**src/rtl/core/srt_pkg.sv**
```systemverilog
// srt_pkg: types, constants and helpers shared by the radix text converter.
// No dependencies; used by srt_dp, srt_ctrl and signed_int_to_radix_text.
`default_nettype none

package srt_pkg;

	localparam int MAX_SYMBOLS = 56;
	localparam int ALPHA_WORDS = 7;
	localparam int CHAR_W      = 8;
	localparam int BASE_W      = 6;
	localparam int VALUE_W     = 32;
	localparam int CFG_W       = 64;
	localparam int CFG_IDX_W   = 3;
	localparam int NIB_W       = 4;
	localparam int NIB_N       = VALUE_W / NIB_W;
	localparam int NCNT_W      = 4;
	localparam int NIDX_W      = 3;
	localparam int MAX_DIGITS  = 32;
	localparam int DIG_IDX_W   = 5;
	localparam int DCNT_W      = 6;
	localparam int REM_W       = BASE_W + 1;
	localparam int SEEN_N      = 128;
	localparam int SEEN_IDX_W  = 7;
	localparam int ALPHA_W     = ALPHA_WORDS * CFG_W;

	localparam logic [CFG_IDX_W-1:0] REG_BASE_LENGTH = 3'd0;
	localparam logic [CFG_IDX_W-1:0] REG_ALPHA_FIRST = 3'd1;

	localparam logic [BASE_W-1:0] RST_BASE_LENGTH = 6'd10;
	localparam logic [CFG_W-1:0]  RST_ALPHA_0     = 64'h3736_3534_3332_3130;
	localparam logic [CFG_W-1:0]  RST_ALPHA_1     = 64'h0000_0000_0000_3938;

	localparam logic [CHAR_W-1:0] CHAR_MINUS = 8'h2D;
	localparam logic [CHAR_W-1:0] CHAR_PLUS  = 8'h2B;
	localparam logic [CHAR_W-1:0] CHAR_LO    = 8'd33;
	localparam logic [CHAR_W-1:0] CHAR_HI    = 8'd126;
	localparam logic [CHAR_W-1:0] CHAR_NONE  = 8'd0;

	typedef struct packed {
		logic load;
		logic chk_start;
		logic chk_step;
		logic div_step;
		logic emit_sign;
		logic emit_digit;
		logic emit_err;
	} cmd_t;

	typedef struct packed {
		logic chk_done;
		logic chk_ok;
		logic neg;
		logic digit_fin;
		logic q_zero;
		logic last_digit;
	} sts_t;

	// symbol k sits in byte k of the flattened alphabet
	function automatic logic [CHAR_W-1:0] symbol_at(input logic [ALPHA_W-1:0] alpha,
		input logic [BASE_W-1:0] idx);
		symbol_at = alpha[{idx, 3'b000} +: CHAR_W];
	endfunction

	// count of significant nibbles, 0 for zero
	function automatic logic [NCNT_W-1:0] sig_nibbles(input logic [VALUE_W-1:0] v);
		logic [NCNT_W-1:0] n;
		n = '0;
		for (int k = 0; k < NIB_N; k++) begin
			if (v[k*NIB_W +: NIB_W] != '0) n = NCNT_W'(k + 1);
		end
		sig_nibbles = n;
	endfunction

endpackage

`default_nettype wire

```
**src/rtl/core/srt_dp.sv**
```systemverilog
// srt_dp: datapath - configuration registers, alphabet check scan, nibble-wide
// divider by the radix, digit stack and result register. Depends on srt_pkg.
`default_nettype none

module srt_dp (
	input  wire logic                             clk,
	input  wire logic                             arst_n,
	input  wire logic                             cfg_we,
	input  wire logic [srt_pkg::CFG_IDX_W-1:0]    cfg_index,
	input  wire logic [srt_pkg::CFG_W-1:0]        cfg_data,
	input  wire logic [srt_pkg::VALUE_W-1:0]      value,
	input  wire srt_pkg::cmd_t                    cmd,
	output      srt_pkg::sts_t                    sts,
	output      logic [srt_pkg::CHAR_W-1:0]       character,
	output      logic                             is_last,
	output      logic                             base_invalid
);

	logic [srt_pkg::BASE_W-1:0]                        base_q;
	logic [srt_pkg::ALPHA_WORDS-1:0][srt_pkg::CFG_W-1:0] alpha_q;
	logic [srt_pkg::ALPHA_W-1:0]                       alpha_flat;
	logic                                              chk_done_q;
	logic                                              chk_ok_q;
	logic [srt_pkg::SEEN_N-1:0]                        seen_q;
	logic [srt_pkg::BASE_W-1:0]                        chk_idx_q;
	logic [srt_pkg::CFG_IDX_W-1:0]                     word_idx;

	logic                                              neg_q;
	logic [srt_pkg::VALUE_W-1:0]                       work_q;
	logic [srt_pkg::VALUE_W-1:0]                       quo_q;
	logic [srt_pkg::BASE_W-1:0]                        rem_q;
	logic [srt_pkg::NCNT_W-1:0]                        ncnt_q;
	logic [srt_pkg::DCNT_W-1:0]                        dcnt_q;
	logic [srt_pkg::BASE_W-1:0]                        stack_q [srt_pkg::MAX_DIGITS];

	logic [srt_pkg::CHAR_W-1:0]                        char_q;
	logic                                              last_q;
	logic                                              bad_q;

	logic                                              base_bad;
	logic [srt_pkg::CHAR_W-1:0]                        chk_sym;
	logic                                              sym_bad;
	logic                                              chk_end;

	logic [srt_pkg::VALUE_W-1:0]                       mag;
	logic [srt_pkg::NIDX_W-1:0]                        nib_idx;
	logic [srt_pkg::NIB_W-1:0]                         nib;
	logic [srt_pkg::NIB_W-1:0]                         qnib;
	logic [srt_pkg::REM_W-1:0]                         rem_w;
	logic [srt_pkg::BASE_W-1:0]                        rem_next;
	logic [srt_pkg::DIG_IDX_W-1:0]                     pop_idx;

	assign alpha_flat = alpha_q;
	assign word_idx   = srt_pkg::CFG_IDX_W'(cfg_index - srt_pkg::REG_ALPHA_FIRST);

	// alphabet check, one symbol a cycle while no configuration write comes in
	assign base_bad = (base_q < srt_pkg::BASE_W'(2))
		|| (base_q > srt_pkg::BASE_W'(srt_pkg::MAX_SYMBOLS));
	assign chk_sym  = srt_pkg::symbol_at(alpha_flat, chk_idx_q);
	assign sym_bad  = (chk_sym < srt_pkg::CHAR_LO) || (chk_sym > srt_pkg::CHAR_HI)
		|| (chk_sym == srt_pkg::CHAR_MINUS) || (chk_sym == srt_pkg::CHAR_PLUS)
		|| seen_q[chk_sym[srt_pkg::SEEN_IDX_W-1:0]];
	assign chk_end  = (chk_idx_q == srt_pkg::BASE_W'(base_q - 1'b1));

	// magnitude; the most negative value maps to 2^31
	assign mag = value[srt_pkg::VALUE_W-1] ? srt_pkg::VALUE_W'(-value) : value;

	// four restoring steps over the current nibble
	assign nib_idx = srt_pkg::NIDX_W'(ncnt_q - 1'b1);
	assign nib     = work_q[{nib_idx, 2'b00} +: srt_pkg::NIB_W];

	always_comb begin
		rem_w = {1'b0, rem_q};
		qnib  = '0;
		for (int k = srt_pkg::NIB_W - 1; k >= 0; k--) begin
			rem_w = {rem_w[srt_pkg::REM_W-2:0], nib[k]};
			if (rem_w >= {1'b0, base_q}) begin
				rem_w   = srt_pkg::REM_W'(rem_w - {1'b0, base_q});
				qnib[k] = 1'b1;
			end
		end
		rem_next = rem_w[srt_pkg::BASE_W-1:0];
	end

	assign pop_idx = srt_pkg::DIG_IDX_W'(dcnt_q - 1'b1);

	always_ff @(posedge clk or negedge arst_n) begin
		if (!arst_n) begin
			base_q     <= srt_pkg::RST_BASE_LENGTH;
			alpha_q    <= {{(srt_pkg::ALPHA_WORDS - 2) * srt_pkg::CFG_W{1'b0}},
				srt_pkg::RST_ALPHA_1, srt_pkg::RST_ALPHA_0};
			chk_done_q <= 1'b0;
			chk_ok_q   <= 1'b0;
			seen_q     <= '0;
			chk_idx_q  <= '0;
		end else if (cfg_we) begin
			chk_done_q <= 1'b0;
			case (cfg_index)
				srt_pkg::REG_BASE_LENGTH: base_q <= cfg_data[srt_pkg::BASE_W-1:0];
				default: alpha_q[word_idx] <= cfg_data;
			endcase
		end else if (cmd.chk_start) begin
			seen_q    <= '0;
			chk_idx_q <= '0;
		end else if (cmd.chk_step && !chk_done_q) begin
			if (base_bad || sym_bad) begin
				chk_done_q <= 1'b1;
				chk_ok_q   <= 1'b0;
			end else begin
				seen_q[chk_sym[srt_pkg::SEEN_IDX_W-1:0]] <= 1'b1;
				if (chk_end) begin
					chk_done_q <= 1'b1;
					chk_ok_q   <= 1'b1;
				end else begin
					chk_idx_q <= srt_pkg::BASE_W'(chk_idx_q + 1'b1);
				end
			end
		end
	end

	always_ff @(posedge clk or negedge arst_n) begin
		if (!arst_n) begin
			ncnt_q <= '0;
			dcnt_q <= '0;
		end else if (cmd.load) begin
			ncnt_q <= srt_pkg::sig_nibbles(mag);
			dcnt_q <= '0;
		end else if (cmd.div_step) begin
			if (ncnt_q != '0) begin
				ncnt_q <= srt_pkg::NCNT_W'(ncnt_q - 1'b1);
			end else begin
				ncnt_q <= srt_pkg::sig_nibbles(quo_q);
				dcnt_q <= srt_pkg::DCNT_W'(dcnt_q + 1'b1);
			end
		end else if (cmd.emit_digit) begin
			dcnt_q <= srt_pkg::DCNT_W'(dcnt_q - 1'b1);
		end
	end

	always_ff @(posedge clk) begin
		if (cmd.load) begin
			neg_q  <= value[srt_pkg::VALUE_W-1];
			work_q <= mag;
			quo_q  <= '0;
			rem_q  <= '0;
		end else if (cmd.div_step) begin
			if (ncnt_q != '0) begin
				rem_q <= rem_next;
				quo_q[{nib_idx, 2'b00} +: srt_pkg::NIB_W] <= qnib;
			end else begin
				stack_q[dcnt_q[srt_pkg::DIG_IDX_W-1:0]] <= rem_q;
				work_q <= quo_q;
				quo_q  <= '0;
				rem_q  <= '0;
			end
		end
	end

	always_ff @(posedge clk) begin
		if (cmd.emit_sign) begin
			char_q <= srt_pkg::CHAR_MINUS;
			last_q <= 1'b0;
			bad_q  <= 1'b0;
		end else if (cmd.emit_digit) begin
			char_q <= srt_pkg::symbol_at(alpha_flat, stack_q[pop_idx]);
			last_q <= (dcnt_q == srt_pkg::DCNT_W'(1));
			bad_q  <= 1'b0;
		end else if (cmd.emit_err) begin
			char_q <= srt_pkg::CHAR_NONE;
			last_q <= 1'b1;
			bad_q  <= 1'b1;
		end
	end

	assign sts.chk_done   = chk_done_q;
	assign sts.chk_ok     = chk_ok_q;
	assign sts.neg        = neg_q;
	assign sts.digit_fin  = (ncnt_q == '0);
	assign sts.q_zero     = (quo_q == '0);
	assign sts.last_digit = (dcnt_q == srt_pkg::DCNT_W'(1));

	assign character    = char_q;
	assign is_last      = last_q;
	assign base_invalid = bad_q;

endmodule

`default_nettype wire

```
**src/rtl/core/srt_ctrl.sv**
```systemverilog
// srt_ctrl: sequencing FSM - request intake, alphabet check, digit division,
// character emission and result-valid flag. Depends on srt_pkg.
`default_nettype none

module srt_ctrl (
	input  wire logic          clk,
	input  wire logic          arst_n,
	input  wire logic          in_valid,
	output      logic          in_ready,
	input  wire logic          out_ready,
	output      logic          out_valid,
	output      srt_pkg::cmd_t cmd,
	input  wire srt_pkg::sts_t sts
);

	localparam logic [2:0] S_IDLE  = 3'd0;
	localparam logic [2:0] S_CHECK = 3'd1;
	localparam logic [2:0] S_DIV   = 3'd2;
	localparam logic [2:0] S_SIGN  = 3'd3;
	localparam logic [2:0] S_EMIT  = 3'd4;
	localparam logic [2:0] S_ERR   = 3'd5;

	logic [2:0] state_q;
	logic [2:0] state_d;
	logic       out_valid_q;
	logic       out_free;
	logic       emit;

	assign in_ready = (state_q == S_IDLE);
	assign out_free = !out_valid_q || out_ready;
	assign emit     = cmd.emit_sign || cmd.emit_digit || cmd.emit_err;

	always_comb begin
		cmd     = '0;
		state_d = state_q;
		case (state_q)
			S_IDLE: begin
				if (in_valid) begin
					cmd.load = 1'b1;
					if (sts.chk_done) begin
						state_d = sts.chk_ok ? S_DIV : S_ERR;
					end else begin
						cmd.chk_start = 1'b1;
						state_d       = S_CHECK;
					end
				end
			end
			S_CHECK: begin
				cmd.chk_step = 1'b1;
				if (sts.chk_done) state_d = sts.chk_ok ? S_DIV : S_ERR;
			end
			S_DIV: begin
				cmd.div_step = 1'b1;
				if (sts.digit_fin && sts.q_zero) state_d = sts.neg ? S_SIGN : S_EMIT;
			end
			S_SIGN: begin
				if (out_free) begin
					cmd.emit_sign = 1'b1;
					state_d       = S_EMIT;
				end
			end
			S_EMIT: begin
				if (out_free) begin
					cmd.emit_digit = 1'b1;
					if (sts.last_digit) state_d = S_IDLE;
				end
			end
			S_ERR: begin
				if (out_free) begin
					cmd.emit_err = 1'b1;
					state_d      = S_IDLE;
				end
			end
			default: state_d = S_IDLE;
		endcase
	end

	always_ff @(posedge clk or negedge arst_n) begin
		if (!arst_n) begin
			state_q     <= S_IDLE;
			out_valid_q <= 1'b0;
		end else begin
			state_q <= state_d;
			if (emit) out_valid_q <= 1'b1;
			else if (out_ready) out_valid_q <= 1'b0;
		end
	end

	assign out_valid = out_valid_q;

`ifndef SYNTHESIS
	a_emit_free: assert property (@(posedge clk) disable iff (!arst_n)
		emit |-> (!out_valid_q || out_ready))
		else $error("result register overwritten while held");

	a_accept_busy: assert property (@(posedge clk) disable iff (!arst_n)
		(in_valid && in_ready) |=> !in_ready)
		else $error("second request taken while one is in flight");

	a_div_checked: assert property (@(posedge clk) disable iff (!arst_n)
		(state_q == S_DIV) |-> (sts.chk_done && sts.chk_ok))
		else $error("division running on an unchecked alphabet");
`endif

endmodule

`default_nettype wire

```
**src/rtl/core/signed_int_to_radix_text.sv**
```systemverilog
// signed_int_to_radix_text: top level, joins srt_ctrl and srt_dp to the
// stream and configuration ports. Depends on srt_pkg, srt_ctrl, srt_dp.
//
//  port group   dir  payload
//  s_*          in   tdata[31:0] value
//  m_*          out  tdata[7:0] character, tlast is_last, tuser base_invalid
//  cfg_*        in   index 0 base_length, 1..7 alphabet words 0..6
//
// One request at a time; s_tready is high only while idle.
// After reset or any configuration write, the next request first scans the
// alphabet, one symbol a cycle while no configuration write comes in; the
// verdict is kept. Each digit takes a divider step for each significant nibble
// of the running quotient and then a step that stacks it; characters go out
// while m_tready is high. A stalled m_tready holds the result register and
// the emission state.
`default_nettype none

module signed_int_to_radix_text (
	input  wire logic                           clk,
	input  wire logic                           arst_n,
	input  wire logic                           s_tvalid,
	output      logic                           s_tready,
	input  wire logic [srt_pkg::VALUE_W-1:0]    s_tdata,   // [31:0] value
	output      logic                           m_tvalid,
	input  wire logic                           m_tready,
	output      logic [srt_pkg::CHAR_W-1:0]     m_tdata,   // [7:0] character
	output      logic                           m_tlast,
	output      logic                           m_tuser,   // [0] base_invalid
	input  wire logic                           cfg_we,
	input  wire logic [srt_pkg::CFG_IDX_W-1:0]  cfg_index,
	input  wire logic [srt_pkg::CFG_W-1:0]      cfg_data
);

	srt_pkg::cmd_t cmd;
	srt_pkg::sts_t sts;

	srt_ctrl u_ctrl (
		.clk       (clk),
		.arst_n    (arst_n),
		.in_valid  (s_tvalid),
		.in_ready  (s_tready),
		.out_ready (m_tready),
		.out_valid (m_tvalid),
		.cmd       (cmd),
		.sts       (sts)
	);

	srt_dp u_dp (
		.clk          (clk),
		.arst_n       (arst_n),
		.cfg_we       (cfg_we),
		.cfg_index    (cfg_index),
		.cfg_data     (cfg_data),
		.value        (s_tdata),
		.cmd          (cmd),
		.sts          (sts),
		.character    (m_tdata),
		.is_last      (m_tlast),
		.base_invalid (m_tuser)
	);

endmodule

`default_nettype wire

```
**config.mk**
```make
export PLATFORM = sky130hd
export DESIGN_NAME = signed_int_to_radix_text
export DESIGN_NICKNAME = d
export VERILOG_FILES = /design/src/rtl/core/srt_pkg.sv /design/src/rtl/core/srt_dp.sv /design/src/rtl/core/srt_ctrl.sv /design/src/rtl/core/signed_int_to_radix_text.sv
export SDC_FILE = /design/constraint.sdc
export NUM_CORES = 2
export LEC_CHECK = 0
export BUFFER_PORTS_ARGS = -buffer_cell sky130_fd_sc_hd__buf_2
export CAP_MARGIN = 0
export CORE_AREA = 10 10 331 333
export CTS_CLUSTER_SIZE = 30
export DETAILED_ROUTE_END_ITERATION = 8
export DIE_AREA = 0 0 341 343
export PLACE_DENSITY_LB_ADDON = 0.08
export REMOVE_ABC_BUFFERS = 1
export SYNTH_ARGS = -nofsm -noshare
export SYNTH_HDL_FRONTEND = slang
export SYNTH_HIERARCHICAL = 1
export SYNTH_SLANG_ARGS = --single-unit
```
**constraint.sdc**
```tcl
create_clock -name clk -period 28.4 [get_ports clk]
set_input_delay 1.42 -clock clk [delete_from_list [all_inputs] [get_ports clk]]
set_output_delay 1.42 -clock clk [all_outputs]
set_load 0.01 [all_outputs]
```
==> results.json <==
{
  "outcome": "finished, final reports clean",
  "relSlewSlack_pct": 16.3,
  "synth_area_leaders": "dfrtp_1 31%, edfxtp_1 15%, mux2_2 13%, mux4_2 7.4%, mux2i_1 4.8%",
  "synth_compound_area_share_pct": 11.7,
  "hp-class": "flop to flop",
  "synth.top_cell.area_share_pct": 30.9,
  "ir_drop_mv": 0.171,
  "via_per_inst": 6.15,
  "fmax_mhz": 83.2,
  "syn_inst": 3667,
  "cts_buffers": 98,
  "criticalPathCategory": "flop to flop",
  "critPathMaxFanout": 19,
  "clk_path_buf_depth": 3,
  "cts_tree": "done",
  "slowest_delay_ps": 910,
  "period_share_pct": 42.3,
  "setup_viol": 0,
  "reg2reg_setup_slack_ps": 16380,
  "period_needed_ps": 12020,
  "p_leak_nw": 19.9,
  "maxUsedRoutingLayer": "met5",
  "cts_root_buf": "clkbuf_16",
  "yosysWarnings": 6,
  "drt_iter0_drc": 2748,
  "synthesis.area_mm2": 0.0459,
  "fp-row-count": 118,
  "post_cts_buffers": 0,
  "vias": 31803,
  "port_buffers": 115,
  "crit_end": "u_dp/quo_q[16]",
  "synth_top_family_by_area": "multiplexers",
  "critPathLaunch": "u_dp/ncnt_q[0]",
  "clkTransAtPathRegs_ps": 60,
  "ys_seq_area_share_pct": 49.8,
  "tightest_slew_ps": 1250,
  "die_area_mm2": 0.117,
  "initial_core_util_pct": 44.6,
  "cap_violations": 0,
  "synthSimpleGateAreaFrac_pct": 8.45,
  "antenna_found_initial": 19,
  "rr_endpoint": "u_dp/quo_q[16]",
  "clk_latency_ps": 710,
  "cts-hold-fix-buffers": 0,
  "worstPathArrival_ps": 12560,
  "finalMaxSlewViolations": 0,
  "cts_sinks": 877,
  "holdWs_ps": 480,
  "power_density_mw_per_mm2": 132,
  "dr_wl_met3_mm": 8.17,
  "met1Wirelength_mm": 61.2,
  "overflow": 0,
  "htree_levels": 3,
  "wirelength_mm": 139,
  "nets": 3846,
  "area_delta_synth_final_pct": 11.2,
  "core_mm2": 0.103,
  "die_h_um": 343,
  "synth_mux_area_share_pct": 24.8,
  "yosysMostFrequentCell": "dfrtp_1",
  "setup_tns_ps": 0,
  "globalplace.congestion": 0.858,
  "synth-edff-count": 225,
  "routedWlPerCell_um": 27.0,
  "cp.required_ps": 28940,
  "reg2regPathDepth": 44,
  "drive_gt1_share_pct": 29.1,
  "synthAdderAreaFrac_pct": 1.26,
  "grt_pass1_vias": 32801,
  "finalHoldViolations": 0,
  "post-dp-hpwl_mm": 89.7,
  "synth-xor-area-share_pct": 0.992,
  "drc": 0,
  "startpoint_type": "flop",
  "ios": 116,
  "synth_top_area_cell": "dfrtp_1",
  "drt-pass1-iter-count": 5,
  "synth_cell_types": 102,
  "synth-seq-cells": 877,
  "r2r_start": "u_dp/ncnt_q[0]",
  "grt_usage_pct": 23.3,
  "die_w_um": 341,
  "grt_pass1_wl_mm": 210,
  "slowest_stage": "dfrtp_1",
  "cts_resized": 0,
  "grt_max_degree": 174,
  "avgSynthCellArea_um2": 12.5,
  "ys.flop_type": "dfrtp_1",
  "fin_skew_ps": 35.9,
  "ys_top_cells_by_count": "567 x dfrtp_1, 515 x mux2_2, 225 x edfxtp_1",
  "drtAntennaViolNets": 0,
  "end_kind": "flop",
  "n_fill_cell": 9089,
  "rsz0062_at_grt": "no",
  "route.met2.wl_mm": 65.5,
  "ys_async_sr_fraction_pct": 68.9
}
## flip-flops by register name, indices dropped and copies added (netlist names)
name and flops:
u_ctrl/out_valid 1, u_ctrl/state_q 3, u_dp/alpha_flat 448, u_dp/base_invalid 1, u_dp/base_q 6, u_dp/character 8
u_dp/chk_done_q 1, u_dp/chk_idx_q 6, u_dp/chk_ok_q 1, u_dp/dcnt_q 6, u_dp/is_last 1, u_dp/ncnt_q 4
u_dp/neg_q 1, u_dp/quo_q 32, u_dp/rem_q 6, u_dp/seen_q 128, u_dp/stack_q 192, u_dp/work_q 32
## metrics by stage
step                      cell area, µm²  power [mW]  worst slack (ps)  utilization [%]  instances
after floorplan                    44700        4.50              7370                -       3409
after global placement             47800        5.37             16590             46.4       4978
after detailed placement           47800        5.44             16360             46.4       4978
after CTS                          51100        6.74             16320             49.6       5163
after global routing               51100        7.12             15190             49.6       5165
final                              51100        6.73             16380             49.6       5169
## worst min path at each step
stage | slack [ps] | cells past startpoint | to | startpoint
finish | 480 | 1 | u_dp/seen_q[9] | u_dp/seen_q[9]
global route | 500 | 1 | u_dp/seen_q[12] | u_dp/seen_q[12]
CTS | 480 | 1 | u_dp/seen_q[8] | u_dp/seen_q[8]
detailed placement | 470 | 1 | u_dp/seen_q[20] | u_dp/seen_q[20]
global placement | 460 | 1 | u_dp/seen_q[18] | u_dp/seen_q[18]
floorplan | 440 | 2 | u_dp/quo_q[0] | u_dp/quo_q[0]
## layer usage
layer / vias up / GRT usage (%)
met5: - / 0
met4: 12 / 7.79
met3: 269 / 4.11
met2: 929 / 37.7
met1: 16521 / 31.7
li1: 14072 / -
## layout by cell type (no fill, tap or decap), drive strengths merged, types with 22 or more instances in the layout
cell type / count
o21ai: 100
clkinv: 33
o21a: 51
nor2b: 106
nor3: 78
a22oi: 36
mux4: 150
dfxtp: 48
xor2: 34
a211oi: 146
mux2: 516
nand3: 53
ha: 40
o211ai: 42
buf: 189
dfrtp: 567
edfxtp: 225
a211o: 28
nor2: 144
a22o: 40
mux2i: 218
a21oi: 128
nand2: 192
and2: 47
clkbuf: 140
a31oi: 27
dfstp: 37
o31ai: 22
inv: 44
## critical path: cells and delay by family (launching register included)
| family | cells | cell delay, ps |
|---|---|---|
| AOI/OAI and AO/OA | 19 | 4690 |
| adders and majority gates | 5 | 1610 |
| buffers and inverters | 5 | 730 |
| DFF | 1 | 910 |
| muxes | 5 | 2020 |
| and+or+nand+nor | 10 | 1890 |
## power breakdown
group	internal (mW)	switching [mW]	leakage [nW]
registers	1.57	0.225	9.57
logic	1.45	2.20	8.74
clock network	0.749	0.538	1.60
## kinds of logic after synthesis
| kind of cell | after synthesis |
|---|---|
| AO/OA/AOI/OAI | 752 |
| XOR/XNOR | 52 |
| adder cells (fa/ha/maj) | 44 |
| buffers and inverters | 300 |
| flip-flops | 877 |
| multiplexers | 884 |
| AND/OR/NAND/NOR | 758 |
## cell type report
class | count | area, µm² | area share (%)
antenna | 6 | 15.0 | 0.0294
multi-input combinational | 2490 | 21800 | 42.8
clock buffer | 140 | 2820 | 5.53
inverter | 42 | 158 | 0.309
timing repair buffer | 189 | 1180 | 2.31
clock inverter | 45 | 437 | 0.855
sequential | 877 | 22900 | 44.8
tap | 1380 | 1730 | 3.38
Power figures use the tool's default switching activity.
